--- src/ptd_pkg.sv ---
// ----------------------------------------------------------------------------
// ptd_pkg
// Shared types and constants for the periodic task dispatcher.
// ----------------------------------------------------------------------------
package ptd_pkg;

	localparam int DEF_MAX_SLOTS = 16;
	localparam int PASS_LIMIT    = 16;
	localparam int RATE_W        = 16;
	localparam int STAMP_W       = 32;
	localparam int IDX_W         = 4;
	localparam int OP_W          = 2;
	localparam int PROD_W        = RATE_W + STAMP_W;

	localparam logic [RATE_W-1:0] TICK_RATE_RESET = 16'd40000;

	localparam logic [OP_W-1:0] OP_ADD  = 2'd0;
	localparam logic [OP_W-1:0] OP_TICK = 2'd1;
	localparam logic [OP_W-1:0] OP_RUN  = 2'd2;

	// one slot word as held in the task memory
	typedef struct packed {
		logic [RATE_W-1:0]  rate;
		logic [STAMP_W-1:0] stamp;
	} ptd_word_t;

	localparam int WORD_W = $bits(ptd_word_t);

endpackage

--- src/ptd_ram.sv ---
// ----------------------------------------------------------------------------
// ptd_ram
// Generic simple dual-port RAM, one write port, one registered read port.
// ----------------------------------------------------------------------------
module ptd_ram #(
	parameter int WIDTH = 8,
	parameter int DEPTH = 16,
	localparam int AW = (DEPTH > 1) ? $clog2(DEPTH) : 1
) (
	input  logic             clk,
	input  logic             we,
	input  logic [AW-1:0]    waddr,
	input  logic [WIDTH-1:0] wdata,
	input  logic [AW-1:0]    raddr,
	output logic [WIDTH-1:0] rdata
);

	logic [WIDTH-1:0] mem [DEPTH];

	always_ff @(posedge clk) begin
		if (we) begin
			mem[waddr] <= wdata;
		end
		rdata <= mem[raddr];
	end

endmodule

--- src/ptd_slot_eval.sv ---
// ----------------------------------------------------------------------------
// ptd_slot_eval
// Due test for one slot word and the word to write back.
// ----------------------------------------------------------------------------
module ptd_slot_eval
	import ptd_pkg::*;
(
	input  ptd_word_t          rd_word,
	input  logic [STAMP_W-1:0] now,
	input  logic [RATE_W-1:0]  tick_rate,
	output logic               due,
	output ptd_word_t          wr_word
);

	logic [STAMP_W-1:0] elapsed;
	logic [PROD_W-1:0]  prod;

	// elapsed wraps mod 2^32
	assign elapsed = now - rd_word.stamp;
	assign prod    = PROD_W'(elapsed) * PROD_W'(rd_word.rate);

	// zero rate never due
	assign due = (rd_word.rate != '0) && (prod > PROD_W'(tick_rate));

	assign wr_word.rate  = rd_word.rate;
	assign wr_word.stamp = now;

endmodule

--- src/periodic_task_dispatcher_unit.sv ---
// ----------------------------------------------------------------------------
// periodic_task_dispatcher_unit
// Periodic task dispatcher: add, tick and run words on a start/busy port.
// ----------------------------------------------------------------------------
// Add and tick leave busy low and the next word may follow. A run over n tasks
// (n = min(task count, 16)) sets run_q to issue the reads; results come via
// the registered read and vld_s1, one per cycle, set by the single task memory
// read port; busy is high through the last result. Results cannot be stalled.
// Reset clears the tick counter and task count, and loads tick_rate 40000.
module periodic_task_dispatcher_unit
	import ptd_pkg::*;
#(
	parameter int MAX_SLOTS = DEF_MAX_SLOTS
) (
	input  logic              clk,
	input  logic              arst_n,
	// command port
	input  logic              start,
	output logic              busy,
	input  logic [OP_W-1:0]   operation,
	input  logic [RATE_W-1:0] task_rate,
	// configuration
	input  logic              cfg_we,
	input  logic [RATE_W-1:0] cfg_data,
	// results
	output logic              strobe,
	output logic [IDX_W-1:0]  task_index,
	output logic              due,
	output logic              last
);

	localparam int AW = (MAX_SLOTS > 1) ? $clog2(MAX_SLOTS) : 1;
	localparam int CW = $clog2(MAX_SLOTS + 1);

	// architectural registers
	logic [RATE_W-1:0]  tick_rate_q;
	logic [STAMP_W-1:0] tick_counter_q;
	logic [CW-1:0]      task_count_q;

	// pass control
	logic               run_q;      // read issue phase of a pass
	logic [AW-1:0]      rd_idx_q;   // next slot to read
	logic [CW-1:0]      pass_n_q;   // slots in this pass

	// stage 1: memory read returning
	logic               vld_s1;
	logic [AW-1:0]      addr_s1;
	logic               last_s1;

	logic               accept;
	logic [CW-1:0]      pass_n;
	logic [CW-1:0]      rd_next;
	logic               rd_last;

	// memory ports
	logic               ram_we;
	logic [AW-1:0]      ram_waddr;
	ptd_word_t          ram_wdata;
	ptd_word_t          ram_rdata;
	logic [WORD_W-1:0]  ram_rdata_raw;

	logic               slot_due;
	ptd_word_t          wb_word;
	ptd_word_t          add_word;
	logic               add_ok;

	assign busy   = run_q | vld_s1;
	assign accept = start & ~busy;

	// a pass never covers more than sixteen slots
	always_comb begin
		if (32'(task_count_q) > PASS_LIMIT) begin
			pass_n = CW'(PASS_LIMIT);
		end else begin
			pass_n = task_count_q;
		end
	end

	assign rd_next = CW'(rd_idx_q) + CW'(1);
	assign rd_last = (rd_next == pass_n_q);

	// add lands in the next free slot; ignored once the table is full
	assign add_ok         = (32'(task_count_q) < MAX_SLOTS);
	assign add_word.rate  = task_rate;
	assign add_word.stamp = '0;

	// write port: add when idle, stamp write-back during a pass.
	// Write-back to slot i overlaps the read of slot i+1, so never the
	// same entry; a following pass reads only after the last write lands.
	always_comb begin
		ram_we    = 1'b0;
		ram_waddr = addr_s1;
		ram_wdata = wb_word;
		if (vld_s1) begin
			ram_we = slot_due;
		end else if (accept && operation == OP_ADD && add_ok) begin
			ram_we    = 1'b1;
			ram_waddr = AW'(task_count_q);
			ram_wdata = add_word;
		end
	end

	ptd_ram #(
		.WIDTH (WORD_W),
		.DEPTH (MAX_SLOTS)
	) u_ram (
		.clk   (clk),
		.we    (ram_we),
		.waddr (ram_waddr),
		.wdata (ram_wdata),
		.raddr (rd_idx_q),
		.rdata (ram_rdata_raw)
	);

	assign ram_rdata = ptd_word_t'(ram_rdata_raw);

	ptd_slot_eval u_eval (
		.rd_word   (ram_rdata),
		.now       (tick_counter_q),
		.tick_rate (tick_rate_q),
		.due       (slot_due),
		.wr_word   (wb_word)
	);

	always_ff @(posedge clk or negedge arst_n) begin
		if (!arst_n) begin
			tick_rate_q    <= TICK_RATE_RESET;
			tick_counter_q <= '0;
			task_count_q   <= '0;
			run_q          <= 1'b0;
			rd_idx_q       <= '0;
			pass_n_q       <= '0;
			vld_s1         <= 1'b0;
			addr_s1        <= '0;
			last_s1        <= 1'b0;
		end else begin
			if (cfg_we) begin
				tick_rate_q <= cfg_data;
			end

			// read issue, one slot a cycle
			vld_s1  <= run_q;
			addr_s1 <= rd_idx_q;
			last_s1 <= rd_last;
			if (run_q) begin
				rd_idx_q <= AW'(rd_next);
				if (rd_last) begin
					run_q <= 1'b0;
				end
			end

			if (accept) begin
				case (operation)
					OP_ADD: begin
						if (add_ok) begin
							task_count_q <= task_count_q + CW'(1);
						end
					end
					OP_TICK: begin
						tick_counter_q <= tick_counter_q + STAMP_W'(1);
					end
					OP_RUN: begin
						// empty table: no pass, no results
						if (pass_n != '0) begin
							run_q    <= 1'b1;
							rd_idx_q <= '0;
							pass_n_q <= pass_n;
						end
					end
					default: begin
						// unused code: no effect
					end
				endcase
			end
		end
	end

	assign strobe     = vld_s1;
	assign task_index = IDX_W'(addr_s1);
	assign due        = vld_s1 & slot_due;
	assign last       = vld_s1 & last_s1;

endmodule

--- config.mk ---
export PLATFORM = sky130hd
export DESIGN_NAME = periodic_task_dispatcher_unit
export DESIGN_NICKNAME = d
export VERILOG_FILES = /design/src/ptd_pkg.sv /design/src/ptd_ram.sv /design/src/ptd_slot_eval.sv /design/src/periodic_task_dispatcher_unit.sv
export SDC_FILE = /design/constraint.sdc
export NUM_CORES = 2
export LEC_CHECK = 0
export ABC_CLOCK_PERIOD_IN_PS = 28000
export BUFFER_PORTS_ARGS = -buffer_cell sky130_fd_sc_hd__buf_2
export CORE_MARGIN = 10
export CORE_UTILIZATION = 50
export DETAILED_ROUTE_END_ITERATION = 10
export GPL_ROUTABILITY_DRIVEN = 0
export GPL_TIMING_DRIVEN = 1
export PLACE_DENSITY = 0.65
export SYNTH_ARGS = -nofsm -noshare
export SYNTH_HDL_FRONTEND = slang
export SYNTH_SLANG_ARGS = --single-unit
--- constraint.sdc ---
create_clock -name clk -period 28 [get_ports clk]
set_clock_uncertainty 0.2 [all_clocks]
set_input_delay 1.4 -clock clk [delete_from_list [all_inputs] [get_ports clk]]
set_output_delay 1.4 -clock clk [all_outputs]
set_load 0.005 [all_outputs]
After elaboration in Yosys (flattened, before gate mapping)
Memories as Yosys holds them, arrays and structs flattened. A register that Yosys moved wholly into a read port is not among the register bits.
Cells that the tools add are included.

cells by class
  add/subtract/negate cells = 4
  multipliers = 1
  $lt $le $gt $ge = 3
  eq/ne operators = 3
  mux-type cells = 18
  bitwise gates (word level) = 5
  reductions and logical operators = 9

operator list
  kind                                                             number
  48-bit 2-to-1 mux                                                2
  48-bit by 16-bit greater-than comparator with 1-bit output       1
  32-bit by 16-bit multiplier with 48-bit output                   1
  32-bit by 1-bit adder with 32-bit output, second input constant  1
  32-bit subtractor                                                1
  4-bit 2-to-1 mux                                                 6
  16-bit nonzero test                                              1
  1-bit 2-to-1 mux                                                 9
  3-bit AND reduction                                              2
  4-bit by 1-bit adder with 5-bit output, second input constant    1
  5-bit by 1-bit adder with 5-bit output, second input constant    1
  5-bit == test                                                    1
  5-bit greater-than comparator, second input constant             1
  5-bit < comparator, second input constant                        1
  5-bit 2-to-1 mux                                                 1
  5-bit nonzero test                                               1
  1-bit AND                                                        3
  1-bit logical AND                                                3
  2-bit by 1-bit == test with 1-bit output, second input constant  1
  2-bit == test, second input constant                             1
  2-bit logical NOT                                                1
  2-bit AND reduction                                              1
  1-bit NOT                                                        1
  1-bit OR                                                         1

storage, ports and cells
  bits in registers = 69
  bits in writable memories = 768
  input port bits = 38
  output and inout bits = 8
  word-level logic and storage cells = 53
  memories = 1

memories
  name       words  bits a word  rd ports  clocked after Yosys merged registers in  wr ports  RTL line       text
  u_ram.mem  16     48           1         1                                        1         ptd_ram.sv:18  logic [WIDTH-1:0] mem [DEPTH];

Longest topological paths before layout
  depth in word-level cells = 9
  depth in mapped cells = 46

By module
A second synthesis with hierarchy kept.

second synthesis, totals
  cells, all modules = 3995
  area, all modules = 52885.7 um^2

by module, submodules not included
  module                         times used  cells each  area each (um^2)  sequential area each (um^2)
  ptd_ram                        1           1242        29694.7           24023.0
  ptd_slot_eval                  1           2396        19580.0           0.0
  periodic_task_dispatcher_unit  1           357         3611.0            1732.9

Worst setup path after synthesis
OpenSTA, ideal clock, no wires.

  kind = register to register
  start point = register tick_counter_q[7]
  end point = memory u_ram.mem[1][0] (netlist bit) (enable)
  arrival = 11.812 ns
  data required time = 27.280 ns
  path slack = 15.468 ns
  cell stages (with the launch flop) = 35
  path buffers = 3
  path through = dfrtp_1 ha_1 a21o_1 a21o_1 a2111o_1 o211ai_1 o21bai_1 a211oi_1 nor2_1 o311ai_1 clkbuf_1 nand2_1 fa_1 fa_1 fa_1 inv_1 fa_1 fa_1 inv_1 fa_1 inv_1 ha_1 clkbuf_1 nand2_1 nor2_1 nand4_1 a211oi_1 a31oi_1 o21bai_1 o21ai_0 a211oi_1 nor4_1 and4_1 buf_6 o21ai_0

on the way
  cells in the longest elaborated chain, start to end = 7

ends and longest elaborated chain
  item                                                        RTL line                              text
  from (decl)                                                 periodic_task_dispatcher_unit.sv:37   logic [STAMP_W-1:0] tick_counter_q;
  from (signal assigned)                                      periodic_task_dispatcher_unit.sv:160  tick_counter_q <= tick_counter_q + STAMP_W'(1);
  32-bit subtractor                                           ptd_slot_eval.sv:19                   assign elapsed = now - rd_word.stamp;
  32-bit by 16-bit multiplier with 48-bit output              ptd_slot_eval.sv:20                   assign prod = PROD_W'(elapsed) * PROD_W'(rd_word.rate);
  48-bit by 16-bit greater-than comparator with 1-bit output  ptd_slot_eval.sv:23                   assign due = (rd_word.rate != '0) && (prod > PROD_W'(tick_rate));
  1-bit logical AND                                           ptd_slot_eval.sv:23
  1-bit 2-to-1 mux                                            periodic_task_dispatcher_unit.sv:94   if (vld_s1) begin
  1-bit 2-to-1 mux                                            ptd_ram.sv:21                         if (we) begin
  1-bit 2-to-1 mux (not written as such)                      ptd_ram.sv:22                         mem[waddr] <= wdata;
  to (decl)                                                   ptd_ram.sv:18

No other way between the ends.

Worst setup path after layout
  start point = register tick_counter_q[22]
  end point = output port due

on the way
  cells in the longest elaborated chain, start to end = 5

ends and longest elaborated chain
  item                                                        RTL line                              text
  32-bit subtractor                                           ptd_slot_eval.sv:19
  32-bit by 16-bit multiplier with 48-bit output              ptd_slot_eval.sv:20
  48-bit by 16-bit greater-than comparator with 1-bit output  ptd_slot_eval.sv:23
  1-bit logical AND                                           ptd_slot_eval.sv:23
  1-bit AND                                                   periodic_task_dispatcher_unit.sv:180  assign due = vld_s1 & slot_due;
  to (decl)                                                   periodic_task_dispatcher_unit.sv:28   output logic due,

No other way between the ends.

==> flow_summary.json <==
{
  "crit_path_max_fanout": 50,
  "synth_fp_nets": 4904,
  "layout.cells.most_common": "edfxtp_1",
  "grtUsageTotal": 0.219,
  "timing.final.setup_violations": 0,
  "worst_slew_pin_slew_ps": 1200,
  "final_nets": 4888,
  "tritoncts": "built",
  "fin_setup_tns_ps": 0,
  "route.vias.total": 33200,
  "routed_via_density": 5.80,
  "cts-htree-levels": 3,
  "unrepaired_setup_endpoints_after_global_routing": "false",
  "drc_errors": 0,
  "tritoncts.num_buffers": 87,
  "grt_max_degree": 106,
  "drt_first_iter_violations": 2904,
  "synth_async_sr_flop_share": 0.0780,
  "cts.hold.buffers_added": 0,
  "finalPower_w": 0.00268,
  "worst_path_max_delay_cell": "and4_2",
  "postSynthAreaPerCell_um2": 12.4,
  "post_synthesis_sequential_area_ratio": 0.485,
  "slew_violations": 0,
  "cap_viol_max_count": 0,
  "fmaxAchievable_ghz": 0.0733,
  "number_of_buffers_inserted_to_repair_setup_after_cts": 0,
  "p_leak_nw": 20.6,
  "grt_pass1_wl_mm": 203,
  "initial_core_util": 0.503,
  "fp.dieArea_mm2": 0.120,
  "wire_per_inst_um": 23.0,
  "chipHeight_um": 346,
  "n_antenna_cell": 0,
  "final_layout_worst_hold_slack_ps": 309,
  "dpl.cell_count": 5562,
  "placement_rows": 119,
  "coreArea_mm2": 0.105,
  "clkTransAtPathRegs_ps": 60,
  "vdd_drop_max_v": 0.0000425,
  "worstSkewPairLatency_ps": 670,
  "grt_overflow_total": 0,
  "final_layout_size_suffix_gt1_frac": 0.108,
  "min_period_over_period": 0.487,
  "fp.dieW_um": 346,
  "postRouteWirelength_mm": 132,
  "timing.critical_path.arrival_ps": 12050,
  "pwr_density_cell_mw_per_mm2": 46.1,
  "cp.required_ps": 26400,
  "area_growth_syn_to_layout_pct": 9.48,
  "synthesis.yosys.warnings": 0,
  "worst_setup_path_start_kind": "flip-flop",
  "most_common_cell_on_crit_path": "fa_1",
  "post_cts_resize_count": 0,
  "synth_flop_cell": "edfxtp_1",
  "number_of_distinct_library_cells_after_synthesis": 75,
  "count_of_placed_standard_cells_in_the_final_layout_fillers_left_out": 5725,
  "place.detailed.hpwl_mm": 80.2,
  "crit_path_max_incr_delay_ps": 940,
  "boundaryPins": 46,
  "fin_crit_ps": 13650,
  "drt.antenna.violating_nets": 0,
  "final_cell_mix": "edfxtp_1, nand2_1, inv_1",
  "clk_root_buffer_cell": "clkbuf_16",
  "run_status": "finished, final reports clean",
  "grt_pass1_vias": 33500,
  "port_buffers": 45,
  "critPathKind": "reg -> out",
  "cts.sink_count": 885,
  "synth_edf_count": 768,
  "grt_antenna_before_repair": 0,
  "synth_cells": 4276,
  "synth-seq-cells": 885,
  "worstSetupEndpointType": "output pin",
  "cts-root-to-sink-buffers": 3,
  "slew-limit-headroom": 0.203,
  "first_pass_iters": 6,
  "finalHoldViolCount": 0,
  "syn-cell-area_mm2": 0.0531,
  "timing.hold.worst.class": "reg -> reg"
}
[routing by layer]
layer / vias to the layer above / track usage / wire length [um]
li1: 14700 / - / -
met1: 17200 / 0.297 / 55400
met4: 0 / 0.0539 / 2500
met5: - / 0 / 0
met2: 1144 / 0.372 / 65600
met3: 181 / 0.0284 / 8060
[kinds of logic after synthesis]
logic type / Yosys count / synth area share
xor+xnor: 92 / 0.0152
compound gates: 560 / 0.0676
mux: 302 / 0.0808
flops: 885 / 0.485
fa+ha+maj: 590 / 0.198
buf+inv: 750 / 0.0537
simple gates: 1097 / 0.0991
[final timing paths]
kind | to | startpoint | slack (ps) | cells past startpoint
max in group asynchronous | rd_idx_q[0] | arst_n | 26090 | 2
hold / removal | pass_n_q[3] | pass_n_q[3] | 310 | 2
setup / recovery | due | tick_counter_q[22] | 14350 | 32
hold reg to reg | pass_n_q[3] | pass_n_q[3] | 310 | 2
min in group asynchronous | tick_rate_q[14] | arst_n | 390 | 1
setup reg to reg | u_ram.mem[3][19] | tick_counter_q[22] | 15420 | 32
[synthesized netlist by cell type (51+ instances only)]
| master | n | share of area |
|---|---|---|
| fa_1 | 419 | 0.16 |
| mux2i_1 | 155 | 0.029 |
| nor2b_1 | 58 | 0.0068 |
| nor2_1 | 88 | 0.0062 |
| and2_1 | 173 | 0.020 |
| inv_1 | 518 | 0.037 |
| ha_1 | 171 | 0.040 |
| mux4_2 | 96 | 0.041 |
| nand2_1 | 546 | 0.039 |
| mux2_2 | 51 | 0.011 |
| clkbuf_1 | 202 | 0.014 |
| a21oi_1 | 123 | 0.012 |
| xnor2_1 | 66 | 0.011 |
| o21ai_0 | 173 | 0.016 |
| edfxtp_1 | 768 | 0.43 |
| a221oi_1 | 52 | 0.0086 |
| dfrtp_1 | 64 | 0.030 |
[layout make-up]
class                           count  area, um^2
Fill cell                        8669       47300
Inverter                          518        1940
Sequential cell                   885       25800
Clock inverter                     49         683
Tap cell                         1391        1740
Multi-Input combinational cell   2641       24700
Timing Repair Buffer              127         856
Clock buffer                      114        2430
[power by group]
group	total (W)	internal, W	leakage (nW)	switching, W
sequential	0.00142	0.00142	6.33	0.000000566
clock	0.00125	0.000740	1.52	0.000510
combinational	0.0000137	0.00000520	12.8	0.00000846
[metrics by stage]
step,area (um^2),worst slack [ps],util
final,58100,14350,0.551
after global routing,58100,13670,0.551
after CTS,58100,14480,0.551
after detailed placement,55000,15220,0.522
after global placement,55000,15150,0.522
after floorplan,53100,15470,-
[sequential cells by signal, indices dropped and copies added, names as in the netlist]
register	flops
tick_rate_q	16
last_s1	1
tick_counter_q	32
strobe	1
rd_idx_q	4
u_ram.mem	768
task_index	4
run_q	1
task_count_q	5
u_ram.rdata	48
pass_n_q	5
[critical path: cells and delay by family, from the launching register on]
family / cells / cell delay, ps
compound gates: 11 / 3150
xor+xnor: 1 / 360
fa+ha+maj: 8 / 4280
buf+inv: 5 / 650
flops: 1 / 460
simple gates: 7 / 2410
Power figures use the tool's default switching activity.
